`config.mk`:
```
export PLATFORM = sky130hd
export DESIGN_NAME = dns_a_record_extractor
export DESIGN_NICKNAME = d
export VERILOG_FILES = /design/src/rtl/dae_pkg.sv /design/src/rtl/dns_a_record_extractor.sv
export SDC_FILE = /design/constraint.sdc
export NUM_CORES = 1
export LEC_CHECK = 0
export BUFFER_PORTS_ARGS = -buffer_cell sky130_fd_sc_hd__buf_2
export CAP_MARGIN = 20
export CORE_MARGIN = 10
export CORE_UTILIZATION = 62
export CTS_CLUSTER_DIAMETER = 80
export CTS_CLUSTER_SIZE = 25
export DETAILED_ROUTE_END_ITERATION = 8
export PLACE_DENSITY = 0.78
export SYNTH_ARGS = -nofsm -noshare
export SYNTH_HDL_FRONTEND = slang
export SYNTH_SLANG_ARGS = --single-unit
```
`constraint.sdc`:
```
create_clock -name clock -period 6.3 [get_ports clock]
set_input_delay 0.63 -clock clock [delete_from_list [all_inputs] [get_ports clock]]
set_output_delay 0.63 -clock clock [all_outputs]
set_load 0.02 [all_outputs]
```
`src/rtl/dae_pkg.sv`:
```
// ----------------------------------------------------------------------------
// DNS A-record extractor package
// Item types, parse phases and DNS field constants.
// ----------------------------------------------------------------------------
`default_nettype none

package dae_pkg;

   typedef struct packed {
      logic [7:0] packet_byte;
      logic       final_byte;
   } req_type;

   typedef struct packed {
      logic        result_kind;
      logic [31:0] ipv4_address;
      logic        record_found;
      logic        run_end;
   } rsp_type;

   typedef enum logic [7:0] {
      PH_HEADER = 8'b0000_0001,
      PH_QLEN   = 8'b0000_0010,
      PH_QLABEL = 8'b0000_0100,
      PH_QTAIL  = 8'b0000_1000,
      PH_ANAME  = 8'b0001_0000,
      PH_AFIXED = 8'b0010_0000,
      PH_RDATA  = 8'b0100_0000,
      PH_DONE   = 8'b1000_0000
   } phase_type;

   localparam logic KIND_ADDRESS = 1'b0;
   localparam logic KIND_SUMMARY = 1'b1;

   localparam logic [15:0] TYPE_A       = 16'd1;
   localparam logic [15:0] A_LEN        = 16'd4;
   localparam logic [15:0] NAME_PTR_END = 16'd1;
   localparam logic [15:0] HDR_QD_HI    = 16'd4;
   localparam logic [15:0] HDR_QD_LO    = 16'd5;
   localparam logic [15:0] HDR_AN_HI    = 16'd6;
   localparam logic [15:0] HDR_AN_LO    = 16'd7;
   localparam logic [15:0] HDR_LAST     = 16'd11;
   localparam logic [15:0] QTAIL_LAST   = 16'd3;
   localparam logic [15:0] FIX_TYPE_HI  = 16'd0;
   localparam logic [15:0] FIX_TYPE_LO  = 16'd1;
   localparam logic [15:0] FIX_LEN_HI   = 16'd8;
   localparam logic [15:0] FIX_LEN_LO   = 16'd9;

   localparam int QDEPTH = 4;
   localparam int QPTR_W = 2;
   localparam int QCNT_W = 3;

endpackage

`default_nettype wire

```
`src/rtl/dns_a_record_extractor.sv`:
```
// ----------------------------------------------------------------------------
// DNS A-record extractor
// Parses a DNS response byte by byte and emits A-record addresses and an
// end-of-message summary.
// ----------------------------------------------------------------------------
//  channel  dir  payload                 handshake
//  req_     in   packet byte, final flag req_valid / req_ready
//  rsp_     out  kind, address, found    rsp_valid / rsp_ready
//
//  One byte is taken per cycle while req_ready is high; the parser state updates on acceptance.
//  A byte yields up to two items, queued in a four-entry result queue;
//  req_ready is high while at least two queue slots are free.
//  A final byte ending an A record gives two items, an address then a summary.
//  Reset and every final byte return the parser to the header phase.
// ----------------------------------------------------------------------------
`default_nettype none

module dns_a_record_extractor (
   input  wire logic             clock,
   input  wire logic             reset,
   input  wire logic             req_valid,
   output logic                  req_ready,
   input  wire dae_pkg::req_type req_data,
   output logic                  rsp_valid,
   input  wire logic             rsp_ready,
   output dae_pkg::rsp_type      rsp_data
);
   import dae_pkg::*;

   phase_type   phase_ff, phase_in;
   logic [15:0] offset_ff, offset_in;
   logic [15:0] quest_ff, quest_in;
   logic [15:0] answer_ff, answer_in;
   logic [7:0]  label_ff, label_in;
   logic [15:0] rtype_ff, rtype_in;
   logic [15:0] rlen_ff, rlen_in;
   logic [31:0] addr_ff, addr_in;
   logic        found_ff, found_in;

   rsp_type              slot_ff [QDEPTH];
   logic [QPTR_W-1:0]    wr_ptr_ff, wr_ptr_in;
   logic [QPTR_W-1:0]    rd_ptr_ff, rd_ptr_in;
   logic [QCNT_W-1:0]    count_ff, count_in;

   logic        accept, pop, emit_addr, last;
   logic [7:0]  b;
   logic [31:0] addr_next;
   logic [1:0]  push_cnt;
   rsp_type     res0, res1, sum_rsp, addr_rsp;

   assign b         = req_data.packet_byte;
   assign last      = req_data.final_byte;
   assign accept    = req_valid && req_ready;
   assign pop       = rsp_valid && rsp_ready;
   assign addr_next = {addr_ff[23:0], b};

   always_comb begin
      phase_in  = phase_ff;
      offset_in = offset_ff;
      quest_in  = quest_ff;
      answer_in = answer_ff;
      label_in  = label_ff;
      rtype_in  = rtype_ff;
      rlen_in   = rlen_ff;
      addr_in   = addr_ff;
      found_in  = found_ff;
      emit_addr = 1'b0;
      unique case (phase_ff)
         PH_HEADER: begin
            if (offset_ff == HDR_QD_HI) quest_in = {b, quest_ff[7:0]};
            if (offset_ff == HDR_QD_LO) quest_in = {quest_ff[15:8], b};
            if (offset_ff == HDR_AN_HI) answer_in = {b, answer_ff[7:0]};
            if (offset_ff == HDR_AN_LO) answer_in = {answer_ff[15:8], b};
            if (offset_ff >= HDR_LAST) begin
               offset_in = '0;
               if (quest_in != '0) phase_in = PH_QLEN;
               else if (answer_in != '0) phase_in = PH_ANAME;
               else phase_in = PH_DONE;
            end else begin
               offset_in = offset_ff + 16'd1;
            end
         end
         PH_QLEN: begin
            if (b == 8'd0) begin
               phase_in  = PH_QTAIL;
               offset_in = '0;
            end else begin
               label_in = b;
               phase_in = PH_QLABEL;
            end
         end
         PH_QLABEL: begin
            label_in = label_ff - 8'd1;
            if (label_in == 8'd0) phase_in = PH_QLEN;
         end
         PH_QTAIL: begin
            if (offset_ff >= QTAIL_LAST) begin
               quest_in  = quest_ff - 16'd1;
               offset_in = '0;
               if (quest_in != '0) phase_in = PH_QLEN;
               else if (answer_ff != '0) phase_in = PH_ANAME;
               else phase_in = PH_DONE;
            end else begin
               offset_in = offset_ff + 16'd1;
            end
         end
         PH_ANAME: begin
            if (offset_ff >= NAME_PTR_END) begin
               phase_in  = PH_AFIXED;
               offset_in = '0;
            end else begin
               offset_in = offset_ff + 16'd1;
            end
         end
         PH_AFIXED: begin
            if (offset_ff == FIX_TYPE_HI) rtype_in = {b, rtype_ff[7:0]};
            if (offset_ff == FIX_TYPE_LO) rtype_in = {rtype_ff[15:8], b};
            if (offset_ff == FIX_LEN_HI) rlen_in = {b, rlen_ff[7:0]};
            if (offset_ff == FIX_LEN_LO) rlen_in = {rlen_ff[15:8], b};
            if (offset_ff >= FIX_LEN_LO) begin
               addr_in   = '0;
               offset_in = '0;
               if (rlen_in == '0) begin
                  answer_in = answer_ff - 16'd1;
                  phase_in  = (answer_in != '0) ? PH_ANAME : PH_DONE;
               end else begin
                  phase_in = PH_RDATA;
               end
            end else begin
               offset_in = offset_ff + 16'd1;
            end
         end
         PH_RDATA: begin
            addr_in = addr_next;
            if (({1'b0, offset_ff} + 17'd1) >= {1'b0, rlen_ff}) begin
               if (rtype_ff == TYPE_A && rlen_ff == A_LEN) begin
                  found_in  = 1'b1;
                  emit_addr = 1'b1;
               end
               answer_in = answer_ff - 16'd1;
               offset_in = '0;
               phase_in  = (answer_in != '0) ? PH_ANAME : PH_DONE;
            end else begin
               offset_in = offset_ff + 16'd1;
            end
         end
         PH_DONE: begin
         end
         default: begin
         end
      endcase

      addr_rsp.result_kind  = KIND_ADDRESS;
      addr_rsp.ipv4_address = addr_next;
      addr_rsp.record_found = 1'b1;
      addr_rsp.run_end      = !last;
      sum_rsp.result_kind   = KIND_SUMMARY;
      sum_rsp.ipv4_address  = '0;
      sum_rsp.record_found  = found_in;
      sum_rsp.run_end       = 1'b1;
      res0 = emit_addr ? addr_rsp : sum_rsp;
      res1 = sum_rsp;

      if (last) begin
         phase_in  = PH_HEADER;
         offset_in = '0;
         quest_in  = '0;
         answer_in = '0;
         label_in  = '0;
         rtype_in  = '0;
         rlen_in   = '0;
         addr_in   = '0;
         found_in  = 1'b0;
      end
   end

   assign push_cnt  = accept ? ({1'b0, emit_addr} + {1'b0, last}) : 2'd0;
   assign wr_ptr_in = wr_ptr_ff + QPTR_W'(push_cnt);
   assign rd_ptr_in = rd_ptr_ff + QPTR_W'(pop);
   assign count_in  = count_ff + QCNT_W'(push_cnt) - QCNT_W'(pop);

   assign req_ready = (count_ff <= QCNT_W'(QDEPTH - 2));
   assign rsp_valid = (count_ff != '0);
   assign rsp_data  = slot_ff[rd_ptr_ff];

   always_ff @(posedge clock) begin
      if (reset) begin
         phase_ff  <= PH_HEADER;
         offset_ff <= '0;
         quest_ff  <= '0;
         answer_ff <= '0;
         label_ff  <= '0;
         rtype_ff  <= '0;
         rlen_ff   <= '0;
         addr_ff   <= '0;
         found_ff  <= 1'b0;
         wr_ptr_ff <= '0;
         rd_ptr_ff <= '0;
         count_ff  <= '0;
      end else begin
         if (accept) begin
            phase_ff  <= phase_in;
            offset_ff <= offset_in;
            quest_ff  <= quest_in;
            answer_ff <= answer_in;
            label_ff  <= label_in;
            rtype_ff  <= rtype_in;
            rlen_ff   <= rlen_in;
            addr_ff   <= addr_in;
            found_ff  <= found_in;
         end
         wr_ptr_ff <= wr_ptr_in;
         rd_ptr_ff <= rd_ptr_in;
         count_ff  <= count_in;
      end
   end

   always_ff @(posedge clock) begin
      if (push_cnt != 2'd0) slot_ff[wr_ptr_ff] <= res0;
      if (push_cnt == 2'd2) slot_ff[wr_ptr_ff + QPTR_W'(1)] <= res1;
   end

endmodule

`default_nettype wire

```
# Word-level counts from Yosys, hierarchy flattened
# Memories as Yosys holds them, arrays and structs flattened. A register that Yosys moved wholly into a read port is not among the register bits.
# Cells that the tools add are included.
word_totals:
  regBits: 128
  latch_bits: 0
  mem_bits_rw: 140
  mem_bits_ro: 0
  input_bits: 13
  word_cells: 157
  mem_count: 1
op_classes:
  add_sub_neg: 11
  mul: 0
  n_div: 0
  magnitude_cmp: 6
  n_eq_ne: 27
  n_shift: 0
  n_mux: 66
  n_bitwise: 0
  reduce_logical: 33
mem_list:
  columns: ["memory", "words", "word_bits", "rd", "rd_ports_with_merged_regs", "write_ports", "line_no", "text"]
  rows:
  - ["slot_ff", 4, 35, 1, 1, 2, "dns_a_record_extractor.sv:40", "rsp_type slot_ff [QDEPTH];"]
op_table:
  columns: ["cell", "n"]
  rows:
  - ["two-way mux 16 bit", 28]
  - ["two-way mux 8 bit", 15]
  - ["one-hot mux 16 bit (6 select lines)", 1]
  - ["== test 16 x 3 -> 1 bit, second input constant", 5]
  - ["nonzero test 16 bit", 5]
  - ["one-hot mux 8 bit (7 select lines)", 1]
  - ["two-way mux 24 bit", 2]
  - ["one-hot mux 16 bit (3 select lines)", 1]
  - ["one-hot mux 24 bit (2 select lines)", 1]
  - ["two-way mux 35 bit", 1]
  - ["== test 16 x 1 -> 1 bit, second input constant", 2]
  - ["== test 16 x 4 -> 1 bit, second input constant", 2]
  - [">= comparator 16 x 4 -> 1 bit, second input constant", 2]
  - ["zero test 16 bit", 2]
  - ["one-hot mux 16 bit (2 select lines)", 1]
  - ["subtractor 16 x 1 -> 16 bit, second input constant", 2]
  - ["inequality test 3 bit, second input constant", 9]
  - ["adder 16 x 1 -> 17 bit, second input constant", 1]
  - [">= comparator 17 x 16 -> 1 bit", 1]
  - ["adder 16 x 1 -> 16 bit, second input constant", 1]
  - [">= comparator 16 x 1 -> 1 bit, second input constant", 1]
  - [">= comparator 16 x 2 -> 1 bit, second input constant", 1]
  - ["zero test 8 bit", 2]
  - ["one-hot mux 8 bit (2 select lines)", 1]
  - ["other kinds (32)", 55]

# Logic depth before layout (Yosys ltp)
depth:
  depth_word: 10
  mapped_depth: 23

# Worst setup path before layout
# Ideal clock, no wire load.
synth_timing:
  path_kind: "register to register"
  startpoint: "reg offset_ff[2]"
  endpoint: "reg count_ff[2]"
  setup_time_ns: 0.128
  arrival_time_ns: 4.396
  setup_slack_ns: 1.776
  stages_incl_launch_ff: 24
  path_buffers: 2
  synth_period_minus_slack_ns: 4.524
  path_cell_list: "dfxtp_1 > clkbuf_1 > nand3_1 > nor2_1 > and2_1 > clkbuf_1 > nand3_1 > xnor2_1 > ha_1 > a21oi_1 > a21oi_1 > o31ai_1 > o2111ai_1 > and2_1 > ha_1 > nand2_1 > ha_1 > inv_1 > ha_1 > inv_1 > fa_1 > xnor2_1 > xnor2_1 > nor2_1"
synth_via:
  elab_chain_cells: 8
synth_lines:
  columns: ["element", "line_no", "text"]
  rows:
  - ["start, declared", "dns_a_record_extractor.sv:31", "logic [15:0] offset_ff, offset_in;"]
  - ["start signal, assigned", "dns_a_record_extractor.sv:203", "offset_ff <= offset_in;"]
  - ["adder 16 x 1 -> 17 bit", "dns_a_record_extractor.sv:135", "if (({1'b0, offset_ff} + 17'd1) >= {1'b0, rlen_ff}) begin"]
  - [">= comparator 17 x 16 -> 1 bit", "dns_a_record_extractor.sv:135", null]
  - ["two-way mux 1 bit", "dns_a_record_extractor.sv:135", null]
  - ["two-way mux 1 bit", "dns_a_record_extractor.sv:68", "unique case (phase_ff)"]
  - ["adder 1 x 1 -> 2 bit", "dns_a_record_extractor.sv:177", "assign push_cnt = accept ? ({1'b0, emit_addr} + {1'b0, last}) : 2'd0;"]
  - ["two-way mux 2 bit", "dns_a_record_extractor.sv:177", null]
  - ["adder 3 x 2 -> 3 bit", "dns_a_record_extractor.sv:180", "assign count_in = count_ff + QCNT_W'(push_cnt) - QCNT_W'(pop);"]
  - ["subtractor 3 x 1 -> 3 bit", "dns_a_record_extractor.sv:180", null]
  - ["end signal, assigned", "dns_a_record_extractor.sv:214", "count_ff <= count_in;"]
  - ["end, declared", "dns_a_record_extractor.sv:43", "logic [QCNT_W-1:0] count_ff, count_in;"]
# Every way passes these cells.
# A chain may end at the register's enable or synchronous reset.

==> results.md <==
- Critical Setup Path Class: flip-flop to flip-flop
- Post-cts repair resize count: 0
- Sw Share: a little under a third
- Initial antenna violation count: 0
- Worst Hold Class: flip-flop to flip-flop
- Setup Viol. Count Final: 0
- Die Width: 165 um
- Routability Congestion: 0.927
- Postcts setup bufs: 0
- Synthesized net count: 1,477
- Mean area per synthesized cell: approximately 9.1 um^2
- Initial DRC count: 1,062
- I/O Pins: 50
- First-pass GRT wire length: 56,800 um
- Max FO, Critical Path: 23
- Nets: around 1,500
- Maximum vdd drop: 177 uV
- Post-route ant nets: 0
- Gr usage total: between 20 and 30%
- Tightest Pin Transition: ~1.1 ns
- Switching power: 1.04 mW
- CP most frequent cell: ha_1
- CTS Sinks: approximately 270
- Cell internal pwr: 2.40 mW
- Post-synth ARST share: 0%
- DIE AREA: 0.0272 mm^2
- Layout Skew: approximately 0.022 ns
- DRC: 0
- Max-cap violation count: 0
- Clock tree from TritonCTS: built
- Remaining global-route overflow: 0
- Worst setup margin: 1.17 ns
- Critical Path Sink Type: flip-flop
- Sequential share of the synthesized area: 41.5%
- CP required: 6.70 ns
- DPL Wire Length: roughly 23,000 um
- Syn. warnings: 0
- Cell Pwr Density: between 200 and 250 mW/mm^2
- Hold WS: between 0.4 and 0.5 ns
- Vias: 11,394
- Drt wl/cell: 20.5 um
- Clock share of power: 29.9%
- Diode count: 0
- Num CTS Buffers: 15
- Most common cell after layout, fill and taps aside: dfxtp_1
- Nature of the critical path startpoint: flip-flop
- Lkg Pwr: 5.18 nW
- CTS clk-pin slew, worst paths: 0.10 ns
- Logic gate share of total power: 17.5%
- Row cnt: 52
- Ys flop type: dfxtp_1
- Netlist Area Pre-Place: approximately 0.013 mm^2
- H-tree depth: 1
- DR vias/cell: just under 7
- Clock buffer depth: 3
- Final wirelength: roughly 35,000 um
- Total Power: approximately 3.4 mW
- Seq pwr share: between 50% and 60%
- Crit-path slowest cell: nand2_1
- Unique cell type count in the Yosys netlist: 82
- Crit share post-route: 81.5%
- Status: finished clean
- Worst skew pair latency: about 0.5 ns
- Dpl ws: 1.25 ns
- Placeable Area: between 0.02 and 0.025 mm^2
- Final Slew Violations: 0
- CP peak stage delay: 0.60 ns
- Post-layout min period: 5.13 ns
- Fin area: 0.0138 mm^2
- Area delta synth->final: 5.99%
- RSZ-0062 raised after global routing: no
- Die span in y: 165 um
- Pin count of the biggest net entering global routing: 100
- Gate Count Post-Synth: 1,429
- Sum Neg Setup Slack: 0 ns
- Vias in the first global route: around 11,000
- Most frequent cells in the layout: dfxtp_1, a22o_1, nand2_1
- Cell breakdown of the critical path: ha_1 -> and4_1 -> and3_1 -> and3_1 -> xor2_1 -> ha_1 -> nand3_1 -> a21oi_1 -> o31ai_1 -> o2111ai_1 -> buf_4 -> and2_1 -> ha_1 -> nand2b_1 -> o22ai_1 -> nand2_1 -> buf_4 -> a22o_1
- Share of cells above drive strength 1: between 10% and 20%
- FILL cells: between 1,500 and 2,000
- Yosys reg bits: 268
- F_max: between 0.15 and 0.2 GHz
- TritonRoute pass-1 iters: 5
- Initial Util: 63.8%
- Root buffer cell: clkbuf_16
- Post-synth EDFFs: 4
- Number of buffers and inverters on the critical path: 2
- Port Buffer Count: 49
- Rel. slew slack: between 20% and 30%
- Placement Cell Area: between 0.01 and 0.015 mm^2
- R2r setup slk: 1.17 ns
- Crit path DAT: 5.53 ns
- Post-CTS Hold Fix Bufs: 0
- Fin. Hold Viols: 0
- Crit path max-delay family: simple AND/OR/NAND/NOR gates
[worst register-to-register path: cells and delay by family, from the launching register on]
kind	cells	cell delay [ns]
flip-flops	1	0.45
AO/OA/AOI/OAI	5	0.96
buffers and inverters	2	0.63
XOR/XNOR	1	0.19
AND/OR/NAND/NOR	7	1.81
adder cells (fa/ha/maj)	3	1.01
[per-stage QoR]
| stage | util (%) | std cells |
|---|---|---|
| global route | 67.6 | 1685 |
| floorplan | - | 1429 |
| finish | 67.6 | 1685 |
| detailed placement | 65.5 | 1663 |
| CTS | 67.6 | 1685 |
| global placement | 65.5 | 1662 |
[power groups by stage]
| stage | combinational [mW] | clock, mW | sequential, mW |
|---|---|---|---|
| floorplan | 0.488 | 0 | 1.80 |
| global placement | 0.588 | 0 | 1.85 |
| detailed placement | 0.594 | 0 | 1.85 |
| CTS | 0.598 | 1.04 | 1.81 |
| global route | 0.662 | 1.10 | 1.82 |
| finish | 0.604 | 1.03 | 1.81 |
[kinds of logic (layout without fill, tap and decap cells)]
family	after synthesis	after routing	share of synthesized area (%)
XOR/XNOR	29	29	1.95
AO/OA/AOI/OAI	415	415	23.1
AND/OR/NAND/NOR	490	490	19.1
flip-flops	268	268	41.5
adder cells (fa/ha/maj)	35	35	3.42
multiplexers	40	40	6.43
buffers and inverters	152	138	4.47
[Yosys cell counts (7+ instances only)]
cell	count	area share [%]
dfxtp_1	264	41
a22o_1	131	8.8
nand2_1	120	3.5
a21oi_1	109	4.2
nor2_1	101	2.9
clkbuf_1	91	2.6
nand3_1	73	2.8
inv_1	46	1.3
mux4_2	35	6.0
ha_1	34	3.3
nor3_1	31	1.2
o21ai_0	31	1.2
nand4_1	30	1.4
a22oi_1	28	1.6
nor4_1	24	1.2
a211oi_1	20	1.2
xnor2_1	20	1.3
o211ai_1	16	0.92
or4_1	15	0.86
nand2b_1	13	0.62
nor2b_1	13	0.62
and3_1	12	0.58
or3_1	12	0.58
o31ai_1	11	0.63
buf_1	9	0.26
xor2_1	9	0.60
and2_1	8	0.38
a31oi_1	7	0.34
[layer usage]
layer / vias to the layer above / part of all wire [%] / GRT usage [%]
met4: 0 / 2.8 / 8.98
met3: 79 / 7.3 / 3.11
li1: 5316 / - / -
met2: 491 / 48 / 40.9
met1: 5508 / 42 / 33.6
met5: - / 0 / 0
[state kept, by name (all words and copies together), names as in the netlist]
| signal | flops |
|---|---|
| offset_ff | 16 |
| addr_ff | 24 |
| rtype_ff | 16 |
| count_ff | 3 |
| phase_ff | 8 |
| rd_ptr_ff | 2 |
| rlen_ff | 16 |
| answer_ff | 16 |
| wr_ptr_ff | 2 |
| found_ff | 1 |
| label_ff | 8 |
| quest_ff | 16 |
| slot_ff | 140 |
[final cells by class]
cell class | instances | area (um^2) | share of cell area, %
Tap cell | 270 | 338 | 2.45
Sequential cell | 268 | 5410 | 39.2
Clock inverter | 5 | 47.5 | 0.344
Inverter | 47 | 176 | 1.28
Clock buffer | 17 | 383 | 2.77
Timing Repair Buffer | 69 | 398 | 2.88
Multi-Input combinational cell | 1009 | 7060 | 51.1
[worst paths after layout]
path,start,depth (start not counted),end
min reg2reg,slot_ff[3][34],2,slot_ff[3][34]
max,offset_ff[0],18,slot_ff[0][24]
max reg2reg,offset_ff[0],18,slot_ff[0][24]
min,slot_ff[3][34],2,slot_ff[3][34]
No activity file was read; power rests on OpenSTA's default activity.
